$ cat src/hdl/lspfe_pkg.sv
// Package for the LED string pulse frame encoder.
// Holds the item structs, the timing struct, register indexes and frame constants.
// No dependencies.
`default_nettype none

package lspfe_pkg;

  localparam int unsigned FRAME_BITS = 26;
  localparam int unsigned BIT_CNT_W  = 5;
  localparam int unsigned CFG_IDX_W  = 3;
  localparam int unsigned CFG_DATA_W = 8;

  // register indexes of the configuration port
  localparam logic [CFG_IDX_W-1:0] REG_ONE_LOW    = 3'd0;
  localparam logic [CFG_IDX_W-1:0] REG_ONE_HIGH   = 3'd1;
  localparam logic [CFG_IDX_W-1:0] REG_ZERO_LOW   = 3'd2;
  localparam logic [CFG_IDX_W-1:0] REG_ZERO_HIGH  = 3'd3;
  localparam logic [CFG_IDX_W-1:0] REG_START_HIGH = 3'd4;
  localparam logic [CFG_IDX_W-1:0] REG_IDLE_LOW   = 3'd5;
  localparam logic [CFG_IDX_W-1:0] REG_BRI_LIMIT  = 3'd6;

  // reset values
  localparam logic [7:0] RST_ONE_LOW    = 8'd18;
  localparam logic [7:0] RST_ONE_HIGH   = 8'd8;
  localparam logic [7:0] RST_ZERO_LOW   = 8'd8;
  localparam logic [7:0] RST_ZERO_HIGH  = 8'd20;
  localparam logic [7:0] RST_START_HIGH = 8'd10;
  localparam logic [7:0] RST_IDLE_LOW   = 8'd30;
  localparam logic [7:0] RST_BRI_LIMIT  = 8'd204;

  typedef struct packed {
    logic [2:0] column;
    logic [2:0] row;
    logic [3:0] red;
    logic [3:0] green;
    logic [3:0] blue;
    logic [7:0] brightness;
  } in_item_t;

  typedef struct packed {
    logic       line_level;
    logic [7:0] duration;
    logic       last_segment;
  } out_item_t;

  typedef struct packed {
    logic [7:0] one_low;
    logic [7:0] one_high;
    logic [7:0] zero_low;
    logic [7:0] zero_high;
    logic [7:0] start_high;
    logic [7:0] idle_low;
  } timing_t;

endpackage

`default_nettype wire

$ cat src/hdl/lspfe_seq.sv
// Segment sequencer: walks a 26-bit frame MSB first and emits (level, duration) items.
// Depends on lspfe_pkg; timing values come from the top level's registers.
`default_nettype none

module lspfe_seq
  import lspfe_pkg::*;
(
  input  wire logic                  clk,
  input  wire logic                  rst_n,
  input  wire logic                  frame_valid,
  output logic                       frame_ready,
  input  wire logic [FRAME_BITS-1:0] frame,
  input  wire timing_t               timing,
  output logic                       out_valid,
  input  wire logic                  out_ready,
  output out_item_t                  out_data
);

  typedef enum logic [2:0] {
    ST_IDLE,
    ST_START,
    ST_BIT_LOW,
    ST_BIT_HIGH,
    ST_END
  } state_t;

  state_t                 state_r, state_nxt;
  logic [FRAME_BITS-1:0]  shift_r, shift_nxt;
  logic [BIT_CNT_W-1:0]   cnt_r, cnt_nxt;
  logic                   out_valid_r, out_valid_nxt;
  out_item_t              out_item_r, out_item_nxt;
  logic                   advance;
  logic                   cur_bit;

  assign advance     = !out_valid_r || out_ready;
  assign cur_bit     = shift_r[FRAME_BITS-1];
  assign frame_ready = (state_r == ST_IDLE);
  assign out_valid   = out_valid_r;
  assign out_data    = out_item_r;

  always_comb begin
    state_nxt     = state_r;
    shift_nxt     = shift_r;
    cnt_nxt       = cnt_r;
    out_item_nxt  = out_item_r;
    out_valid_nxt = out_valid_r && !out_ready;
    case (state_r)
      ST_IDLE: begin
        if (frame_valid) begin
          shift_nxt = frame;
          cnt_nxt   = BIT_CNT_W'(FRAME_BITS - 1);
          state_nxt = ST_START;
        end
      end
      ST_START: begin
        if (advance) begin
          out_item_nxt  = '{line_level: 1'b1, duration: timing.start_high, last_segment: 1'b0};
          out_valid_nxt = 1'b1;
          state_nxt     = ST_BIT_LOW;
        end
      end
      ST_BIT_LOW: begin
        if (advance) begin
          out_item_nxt  = '{line_level: 1'b0,
                            duration: cur_bit ? timing.one_low : timing.zero_low,
                            last_segment: 1'b0};
          out_valid_nxt = 1'b1;
          state_nxt     = ST_BIT_HIGH;
        end
      end
      ST_BIT_HIGH: begin
        if (advance) begin
          out_item_nxt  = '{line_level: 1'b1,
                            duration: cur_bit ? timing.one_high : timing.zero_high,
                            last_segment: 1'b0};
          out_valid_nxt = 1'b1;
          shift_nxt     = {shift_r[FRAME_BITS-2:0], 1'b0};
          if (cnt_r == '0) begin
            state_nxt = ST_END;
          end else begin
            cnt_nxt   = cnt_r - 1'b1;
            state_nxt = ST_BIT_LOW;
          end
        end
      end
      ST_END: begin
        if (advance) begin
          out_item_nxt  = '{line_level: 1'b0, duration: timing.idle_low, last_segment: 1'b1};
          out_valid_nxt = 1'b1;
          state_nxt     = ST_IDLE;
        end
      end
      default: state_nxt = ST_IDLE;
    endcase
  end

  always_ff @(posedge clk) begin
    if (!rst_n) begin
      state_r     <= ST_IDLE;
      out_valid_r <= 1'b0;
      cnt_r       <= '0;
    end else begin
      state_r     <= state_nxt;
      out_valid_r <= out_valid_nxt;
      cnt_r       <= cnt_nxt;
    end
    shift_r    <= shift_nxt;
    out_item_r <= out_item_nxt;
  end

  // bit counter never runs past the frame
  a_cnt_range: assert property (@(posedge clk) disable iff (!rst_n)
    cnt_r <= BIT_CNT_W'(FRAME_BITS - 1))
    else $error("bit counter out of range");

  // a taken frame closes the input until its closing segment is loaded
  a_busy_after_accept: assert property (@(posedge clk) disable iff (!rst_n)
    frame_valid && frame_ready |=> !frame_ready)
    else $error("ready held after accept");

  // closing segment is always a low level
  a_last_is_low: assert property (@(posedge clk) disable iff (!rst_n)
    out_valid_r && out_item_r.last_segment |-> !out_item_r.line_level)
    else $error("last segment not low");

  // the start segment is the first item after a frame is taken
  a_start_first: assert property (@(posedge clk) disable iff (!rst_n)
    state_r == ST_START && advance |=> out_valid_r && out_item_r.line_level
      && !out_item_r.last_segment)
    else $error("start segment malformed");

endmodule

`default_nettype wire

$ cat src/hdl/led_string_pulse_frame_encoder_top.sv
// LED string pulse frame encoder, top level: configuration registers, brightness clamp,
// frame assembly; segments come from lspfe_seq. Depends on lspfe_pkg.
// The start segment is loaded from ST_START, the state after the one that accepts the item.
// Throughput: 54 segments per item, one per cycle while out_ready is high; the next item
// is taken the cycle after the closing segment is loaded, even while that segment still
// waits on out_ready.
// Reset: timing and limit registers return to their defaults, no item in flight.
`default_nettype none

module led_string_pulse_frame_encoder_top
  import lspfe_pkg::*;
(
  input  wire logic                  clk,
  input  wire logic                  rst_n,
  input  wire logic                  in_valid,
  output logic                       in_ready,
  input  wire in_item_t              in_data,
  output logic                       out_valid,
  input  wire logic                  out_ready,
  output out_item_t                  out_data,
  input  wire logic                  cfg_we,
  input  wire logic [CFG_IDX_W-1:0]  cfg_index,
  input  wire logic [CFG_DATA_W-1:0] cfg_wdata
);

  timing_t               timing_r;
  logic [7:0]            bri_limit_r;
  logic [7:0]            bri_clamped;
  logic [FRAME_BITS-1:0] frame;

  always_ff @(posedge clk) begin
    if (!rst_n) begin
      timing_r.one_low    <= RST_ONE_LOW;
      timing_r.one_high   <= RST_ONE_HIGH;
      timing_r.zero_low   <= RST_ZERO_LOW;
      timing_r.zero_high  <= RST_ZERO_HIGH;
      timing_r.start_high <= RST_START_HIGH;
      timing_r.idle_low   <= RST_IDLE_LOW;
      bri_limit_r         <= RST_BRI_LIMIT;
    end else if (cfg_we) begin
      case (cfg_index)
        REG_ONE_LOW:    timing_r.one_low    <= cfg_wdata;
        REG_ONE_HIGH:   timing_r.one_high   <= cfg_wdata;
        REG_ZERO_LOW:   timing_r.zero_low   <= cfg_wdata;
        REG_ZERO_HIGH:  timing_r.zero_high  <= cfg_wdata;
        REG_START_HIGH: timing_r.start_high <= cfg_wdata;
        REG_IDLE_LOW:   timing_r.idle_low   <= cfg_wdata;
        REG_BRI_LIMIT:  bri_limit_r         <= cfg_wdata;
        default: ;
      endcase
    end
  end

  assign bri_clamped = (in_data.brightness > bri_limit_r) ? bri_limit_r : in_data.brightness;

  // address (row, column), brightness, blue, green, red - sent MSB first
  assign frame = {in_data.row, in_data.column, bri_clamped,
                  in_data.blue, in_data.green, in_data.red};

  lspfe_seq u_seq (
    .clk         (clk),
    .rst_n       (rst_n),
    .frame_valid (in_valid),
    .frame_ready (in_ready),
    .frame       (frame),
    .timing      (timing_r),
    .out_valid   (out_valid),
    .out_ready   (out_ready),
    .out_data    (out_data)
  );

endmodule

`default_nettype wire
$ cat config.mk
export PLATFORM = sky130hd
export DESIGN_NAME = led_string_pulse_frame_encoder_top
export DESIGN_NICKNAME = d
export VERILOG_FILES = /design/src/hdl/lspfe_pkg.sv /design/src/hdl/lspfe_seq.sv /design/src/hdl/led_string_pulse_frame_encoder_top.sv
export SDC_FILE = /design/constraint.sdc
export NUM_CORES = 1
export LEC_CHECK = 0
export ABC_CLOCK_PERIOD_IN_PS = 6500
export CAP_MARGIN = 10
export CORE_ASPECT_RATIO = 0.8
export CORE_MARGIN = 2
export CORE_UTILIZATION = 55
export CTS_CLUSTER_SIZE = 30
export DETAILED_ROUTE_END_ITERATION = 6
export DONT_BUFFER_PORTS = 1
export HOLD_SLACK_MARGIN = 0.02
export PLACE_DENSITY = 0.7
export SETUP_SLACK_MARGIN = 0.2
export SLEW_MARGIN = 0
export SYNTH_ARGS = -nofsm -noshare
export SYNTH_HDL_FRONTEND = slang
export SYNTH_SLANG_ARGS = --single-unit
$ cat constraint.sdc
create_clock -name clk -period 6.5 [get_ports clk]
set_clock_uncertainty 0.1 [all_clocks]
set_input_delay 0.975 -clock clk [delete_from_list [all_inputs] [get_ports clk]]
set_output_delay 0.975 -clock clk [all_outputs]
set_load 0.05 [all_outputs]
After elaboration in Yosys (flattened, before gate mapping)
Index checks and enable logic that the tools add are counted.
{"block": "totals", "input_bits": 42, "output_inout_bits": 12, "ff_bits": 101, "wordCells": 77}
{"block": "op_classes", "reduce_logical": 21, "n_addsub": 1, "order_cmp": 1, "eq_ne": 16, "muxes": 24}
{"operator": "2-to-1 mux 26 bit", "count": 2}
{"operator": "case mux 26 bit (2 select lines)", "count": 1}
{"operator": "2-to-1 mux 10 bit", "count": 4}
{"operator": "case mux 10 bit (4 select lines)", "count": 1}
{"operator": "2-to-1 mux 8 bit", "count": 3}
{"operator": "2-to-1 mux 3 bit", "count": 6}
{"operator": "2-to-1 mux 5 bit", "count": 3}
{"operator": "case mux 3 bit (5 select lines)", "count": 1}
{"operator": "AND reduction 2 bit", "count": 7}
{"operator": "equality test 3 x 2 -> 1 bit, second input constant", "count": 4}
{"operator": "equality test 3 bit, second input constant", "count": 4}
{"operator": "case mux 5 bit (2 select lines)", "count": 1}
{"operator": "AND reduction 5 bit", "count": 2}
{"operator": "> comparator 8 bit", "count": 1}
{"operator": "inequality test 2 x 1 -> 1 bit, second input constant", "count": 4}
{"operator": "equality test 3 x 1 -> 1 bit, second input constant", "count": 2}
{"operator": "zero test 3 bit", "count": 2}
{"operator": "zero test 5 bit", "count": 1}
{"operator": "subtractor 5 x 1 -> 5 bit, second input constant", "count": 1}
{"operator": "inequality test 2 bit, second input constant", "count": 2}
{"operator": "AND reduction 4 bit", "count": 1}
{"operator": "nonzero test 4 bit", "count": 1}
{"operator": "OR reduction 4 bit", "count": 1}
{"operator": "AND reduction 3 bit", "count": 1}
{"operator": "5 further kinds", "count": 7}

Longest topological paths before layout
{"block": "logic_depth", "word_depth": 4, "ltp_mapped": 7, "mapped_depth_nobuf": 7}

Cells and area by module
A second synthesis with hierarchy kept.
{"block": "hier_totals", "hier_cells": 521, "area_unflattened_um2": 4715.8}
{"mod": "led_string_pulse_frame_encoder_top", "seq_area_each_um2": 1121.1, "area_per_inst_um2": 2382.3, "instances": 1, "cells_each": 285}
{"mod": "lspfe_seq", "seq_area_each_um2": 1261.2, "area_per_inst_um2": 2333.5, "instances": 1, "cells_each": 236}

Worst setup path before layout
Ideal clock, no wire load.
{"block": "synth_path", "path_kind": "input -> register", "startpoint": "input port out_ready", "endpoint": "register u_seq.shift_r[0], enable pin", "t_arrival_ns": 2.480, "path_stages": 4, "setup_ns": 0.409, "t_required_ns": 5.991, "setup_slack_ns": 3.511, "path_buffers": 1, "path_cell_list": "nand2b_1 buf_2 a31oi_2 nor2_1"}
{"block": "synth_between", "elab_chain_cells": 3}
{"item": "from (decl)", "line_no": "led_string_pulse_frame_encoder_top.sv:19", "source": "input wire logic out_ready,"}
{"item": "logical OR 1 bit", "line_no": "lspfe_seq.sv:35", "source": "assign advance = !out_valid_r || out_ready;"}
{"item": "inequality test 2 x 1 -> 1 bit (no source line)"}
{"item": "AND reduction 3 bit (no source line)"}
{"item": "to (signal assigned)", "line_no": "lspfe_seq.sv:107", "source": "shift_r <= shift_nxt;"}
{"item": "to (decl)", "line_no": "lspfe_seq.sv:28", "source": "logic [FRAME_BITS-1:0] shift_r, shift_nxt;"}
Every way passes these cells.
A chain may end at the register's enable or synchronous reset.

Worst setup path after layout
{"block": "layout_path", "startpoint": "register u_seq.state_r[0]", "endpoint": "output port in_ready"}
{"block": "layout_between", "elab_chain_cells": 1}
{"item": "from (decl)", "line_no": "lspfe_seq.sv:27", "source": "state_t state_r, state_nxt;"}
{"item": "from (signal assigned)", "line_no": "lspfe_seq.sv:103", "source": "state_r <= state_nxt;"}
{"item": "zero test 3 bit", "line_no": "lspfe_seq.sv:37", "source": "assign frame_ready = (state_r == ST_IDLE);"}
{"item": "to (decl)", "line_no": "led_string_pulse_frame_encoder_top.sv:16", "source": "output logic in_ready,"}
Every way passes these cells.

==> summary by stage <==
Routing
The number of DRC markers after the initial detailed-route iteration is 215. After detailed routing, the total wire length is 9780 um. The per-cell routed wire length is 16.5 um. The count of nets left with antenna violations once routing finished came out at 0. The via density per instance is 5.68. For this run, design rule violations remaining after detail routing come to 0. The detailed-routing iteration count for the pre-antenna-repair pass is 4. Summing over every cut layer, the via total after detailed routing is 3,366.

Timing
The slew at the pin closest to its max-slew limit is 0.897 ns. The post-route fraction of the period consumed by the critical path is 42.2%. For the final routed database, the setup TNS stands at 0 ns. The max-slew violation total from the final report came to 0. The worst slew slack as a fraction of its limit is 40.1%. The post-layout minimum cycle time is 2.75 ns. The final count of negative-setup-slack endpoints is 0. Setup repair after global routing left no endpoint under its margin. Timing would allow up to 364 MHz.

The final-report hold violation count was 0.

Finish
From synthesis to final layout, the design area changed by 4.52%. The count of nets after finishing is 528. Once layout is complete, the utilization of the core stands at 59.3%. Counting the fill cells in the layout gives 765.

Excluding fillers, the count of instances in the completed layout stands at 593. The number of antenna diodes in the final layout is 0. The layout cell share with drive strength beyond 1 is 11.9%. The leading cell type in the layout, fill and taps excluded is sky130_fd_sc_hd__nand2_1. In the layout the commonest cells are sky130_fd_sc_hd__nand2_1 (118), sky130_fd_sc_hd__dfxtp_1 (65), sky130_fd_sc_hd__a21boi_0 (38).

Clocking
The clock sink count is 101. The number of H-tree branching levels is 3. No sink is reached through more buffers than the 2 on the longest clock path. The clock latency on the worst-skew pair is 0.36 ns. TritonCTS built the clock tree. After clock tree synthesis, the clock-pin slew on the worst setup and hold paths is 0.10 ns. TritonCTS created 9 clock buffers. The number of buffers inserted for hold repair after clock tree synthesis is 0.

The root buffer cell chosen for the clock tree is sky130_fd_sc_hd__clkbuf_8. Buffers added to address setup during post-CTS repair amount to 0. The count of instances resized after the clock tree is built is 0.

Critical path
The largest delay contributor family on the critical path is flip-flops. Setup slack on the worst reg-to-reg path comes out at 3.93 ns. The arrival time at the worst endpoint is 1.67 ns. The sort of element at the end of the critical path is a primary output.

In this design, the stage delay of the slowest critical-path cell is 0.92 ns. The buffers plus inverters on the worst setup path is 1. Measured in cells, the most critical reg-to-reg path has a length of 4.

The critical path crosses 2 cells after its start point. STA classifies the critical path startpoint as a flop. In this run the worst path has a maximum fanout of 21. The class of the most critical setup path is reg2out. The signal on the critical path passes through nor3_1, buf_4. The cell with the largest stage delay on the worst path is sky130_fd_sc_hd__dfxtp_1. The data required time at the worst endpoint is 5.42 ns.

Pwr
Cell internal power was estimated by the tool at 995 uW. In this run, the combinational gates consume 12.5% of the power. The portion of total power attributed to sequential cells is 59.0%. The peak supply drop is 0.000155 V.

After layout, the design draws a total of 1420 uW. The portion of total power attributed to the clock network is 28.4%. The fraction of power spent switching nets is 29.7%. The areal power density over the cells is 281 nW/um^2. The power dissipated by switching net loads is 421 uW. Summed over all cells, the static leakage comes to 0.00184 uW.

Outcome
The run finished with clean final reports.

Run
Max-cap violations in this run came to 0.

Worst hold path
The worst hold-check path type is reg2reg. The hold path depth is 2.

GRT
The pin count of the biggest net entering global routing is 65. For met1 alone, demand over resource in global routing was 30.8%. The number of antenna violations at the first check in global routing was 0. The first global-routing pass estimated 15,700 um of wire.

met2 is the most crowded layer. The combined global-route utilization of all metal layers is 21.6%. Global routing consumed, on the met2 layer, 32.5% of the routing resources. The global routing usage on met3 is 7.14%. Global routing finished with a remaining overflow of 0.

The number of global-route vias before repair is 3,131.

Yosys
The sequential share of the synthesized area is 49.5%. The synthesized netlist contains 47 unique library cells. The total nets after synthesis is 540. In the synthesized netlist the dominant register cell turns out to be sky130_fd_sc_hd__dfxtp_1. During synthesis, Yosys emitted a total of 0 warnings.

The count of mapped cells out of synthesis is 488. Each instance of the synthesized netlist takes up on average 9.86 sq um. The post-synthesis cell area is 4810 sq um. After synthesis the netlist holds a flip-flop and latch count of 101. Counting flops with a built-in enable in the synthesized netlist gives 36. The async set or reset register ratio after synthesis is 0%.

Placement
The final estimated routing congestion in global placement is 0.842. The number of instances in the placed design is 577. Detailed placement finished with a half-perimeter wire length of 6810 um.

The number of I/O port buffers is 0.

Floorplan
In this run the vertical extent of the chip is 87.7 um. The core outline area is 8480 sq um. The die is 109 um wide.

During I/O placement, the number of pins put on the boundary was 54. The die covers 9520 sq um. In this run the core area contains 30 standard-cell rows.

For this configuration, the core starts out at a cell density of 56.7%.
## sequential cells by signal, summed over array words and instances, names as in the netlist
register	count
timing_r	48
bri_limit_r	8
u_seq.state_r	3
u_seq.cnt_r	5
u_seq.out_data	10
u_seq.shift_r	26
u_seq.out_valid	1
## final cells by class
type | count | area (sq um) | area share [%]
clock buffers | 10 | 128 | 2.54
multi-input cells | 350 | 2250 | 44.7
clock inverters | 6 | 71.3 | 1.42
well taps | 112 | 140 | 2.79
flip-flops and latches | 101 | 2380 | 47.4
inverters | 12 | 45.0 | 0.895
repair buffers | 2 | 15.0 | 0.298
## cell families (layout without fill, tap and decap cells)
kind of cell,count (synthesis),in the layout,synth area share (%)
simple gates,202,202,19.4
flops,101,101,49.5
compound gates,97,97,14.0
mux,39,39,10.3
buf+inv,37,30,3.82
fa+ha+maj,10,10,2.60
xor+xnor,2,2,0.364
## worst reg2reg max path: stages (launching register included)
cell and delay [ns]:
sky130_fd_sc_hd__dfxtp_1 0.91, sky130_fd_sc_hd__nand3b_4 0.57, sky130_fd_sc_hd__nor3_1 0.58, sky130_fd_sc_hd__nand4_1 0.14
sky130_fd_sc_hd__and3b_1 0.17
## power groups by stage
stage | Combinational [uW] | Sequential, uW | Clock [uW]
detailed placement | 178 | 850 | 0
global route | 196 | 845 | 434
global placement | 174 | 847 | 0
finish | 177 | 835 | 403
floorplan | 178 | 820 | 0
CTS | 178 | 836 | 411
## through the flow
stage / setup WS (ns) / hold slack (ns) / instance area [sq um]
finish: 3.75 / 0.364 / 5030
global route: 3.67 / 0.380 / 5030
CTS: 3.76 / 0.363 / 5030
detailed placement: 3.94 / 0.349 / 4830
global placement: 3.99 / 0.341 / 4830
floorplan: 3.51 / 0.332 / 4810
## cell usage after synthesis, types with 4 or more instances
| master | instances | share of area (%) |
|---|---|---|
| sky130_fd_sc_hd__nand2_1 | 118 | 9.2 |
| sky130_fd_sc_hd__dfxtp_1 | 65 | 27 |
| sky130_fd_sc_hd__a21boi_0 | 38 | 5.9 |
| sky130_fd_sc_hd__edfxtp_1 | 36 | 22 |
| sky130_fd_sc_hd__nor2_1 | 25 | 1.9 |
| sky130_fd_sc_hd__nand3_1 | 24 | 2.5 |
| sky130_fd_sc_hd__mux2_2 | 22 | 5.1 |
| sky130_fd_sc_hd__buf_2 | 12 | 1.2 |
| sky130_fd_sc_hd__inv_1 | 12 | 0.94 |
| sky130_fd_sc_hd__ha_1 | 10 | 2.6 |
| sky130_fd_sc_hd__mux2i_1 | 10 | 2.1 |
| sky130_fd_sc_hd__o21ai_0 | 10 | 1.0 |
| sky130_fd_sc_hd__a21oi_1 | 9 | 0.94 |
| sky130_fd_sc_hd__a31oi_1 | 8 | 1.0 |
| sky130_fd_sc_hd__clkbuf_1 | 7 | 0.55 |
| sky130_fd_sc_hd__nand2b_1 | 7 | 0.91 |
| sky130_fd_sc_hd__nor2b_1 | 7 | 0.91 |
| sky130_fd_sc_hd__o211ai_1 | 7 | 1.1 |
| sky130_fd_sc_hd__mux4_2 | 6 | 2.8 |
| sky130_fd_sc_hd__o21ai_1 | 6 | 0.62 |
| sky130_fd_sc_hd__a211oi_1 | 4 | 0.62 |
| sky130_fd_sc_hd__buf_4 | 4 | 0.62 |
## path summary, 6_finish.rpt
check / end / from
hold / removal: timing_r[29]$_SDFFE_PN0P_ / timing_r[29]$_SDFFE_PN0P_
hold reg to reg: timing_r[29]$_SDFFE_PN0P_ / timing_r[29]$_SDFFE_PN0P_
setup / recovery: in_ready / u_seq.state_r[0]$_SDFFE_PN0P_
setup reg to reg: u_seq.cnt_r[4]$_SDFFE_PN0P_ / u_seq.state_r[1]$_SDFFE_PN0P_
## per-layer routing
metal	part of all wire, %	wire length (um)	vias to the layer above
li1	-	-	1690
met1	49	4760	1571
met2	44	4290	99
met3	6.9	674	6
met4	0.61	60	0
met5	0	0	-
Note: power is estimated with default switching activity, not from simulation.
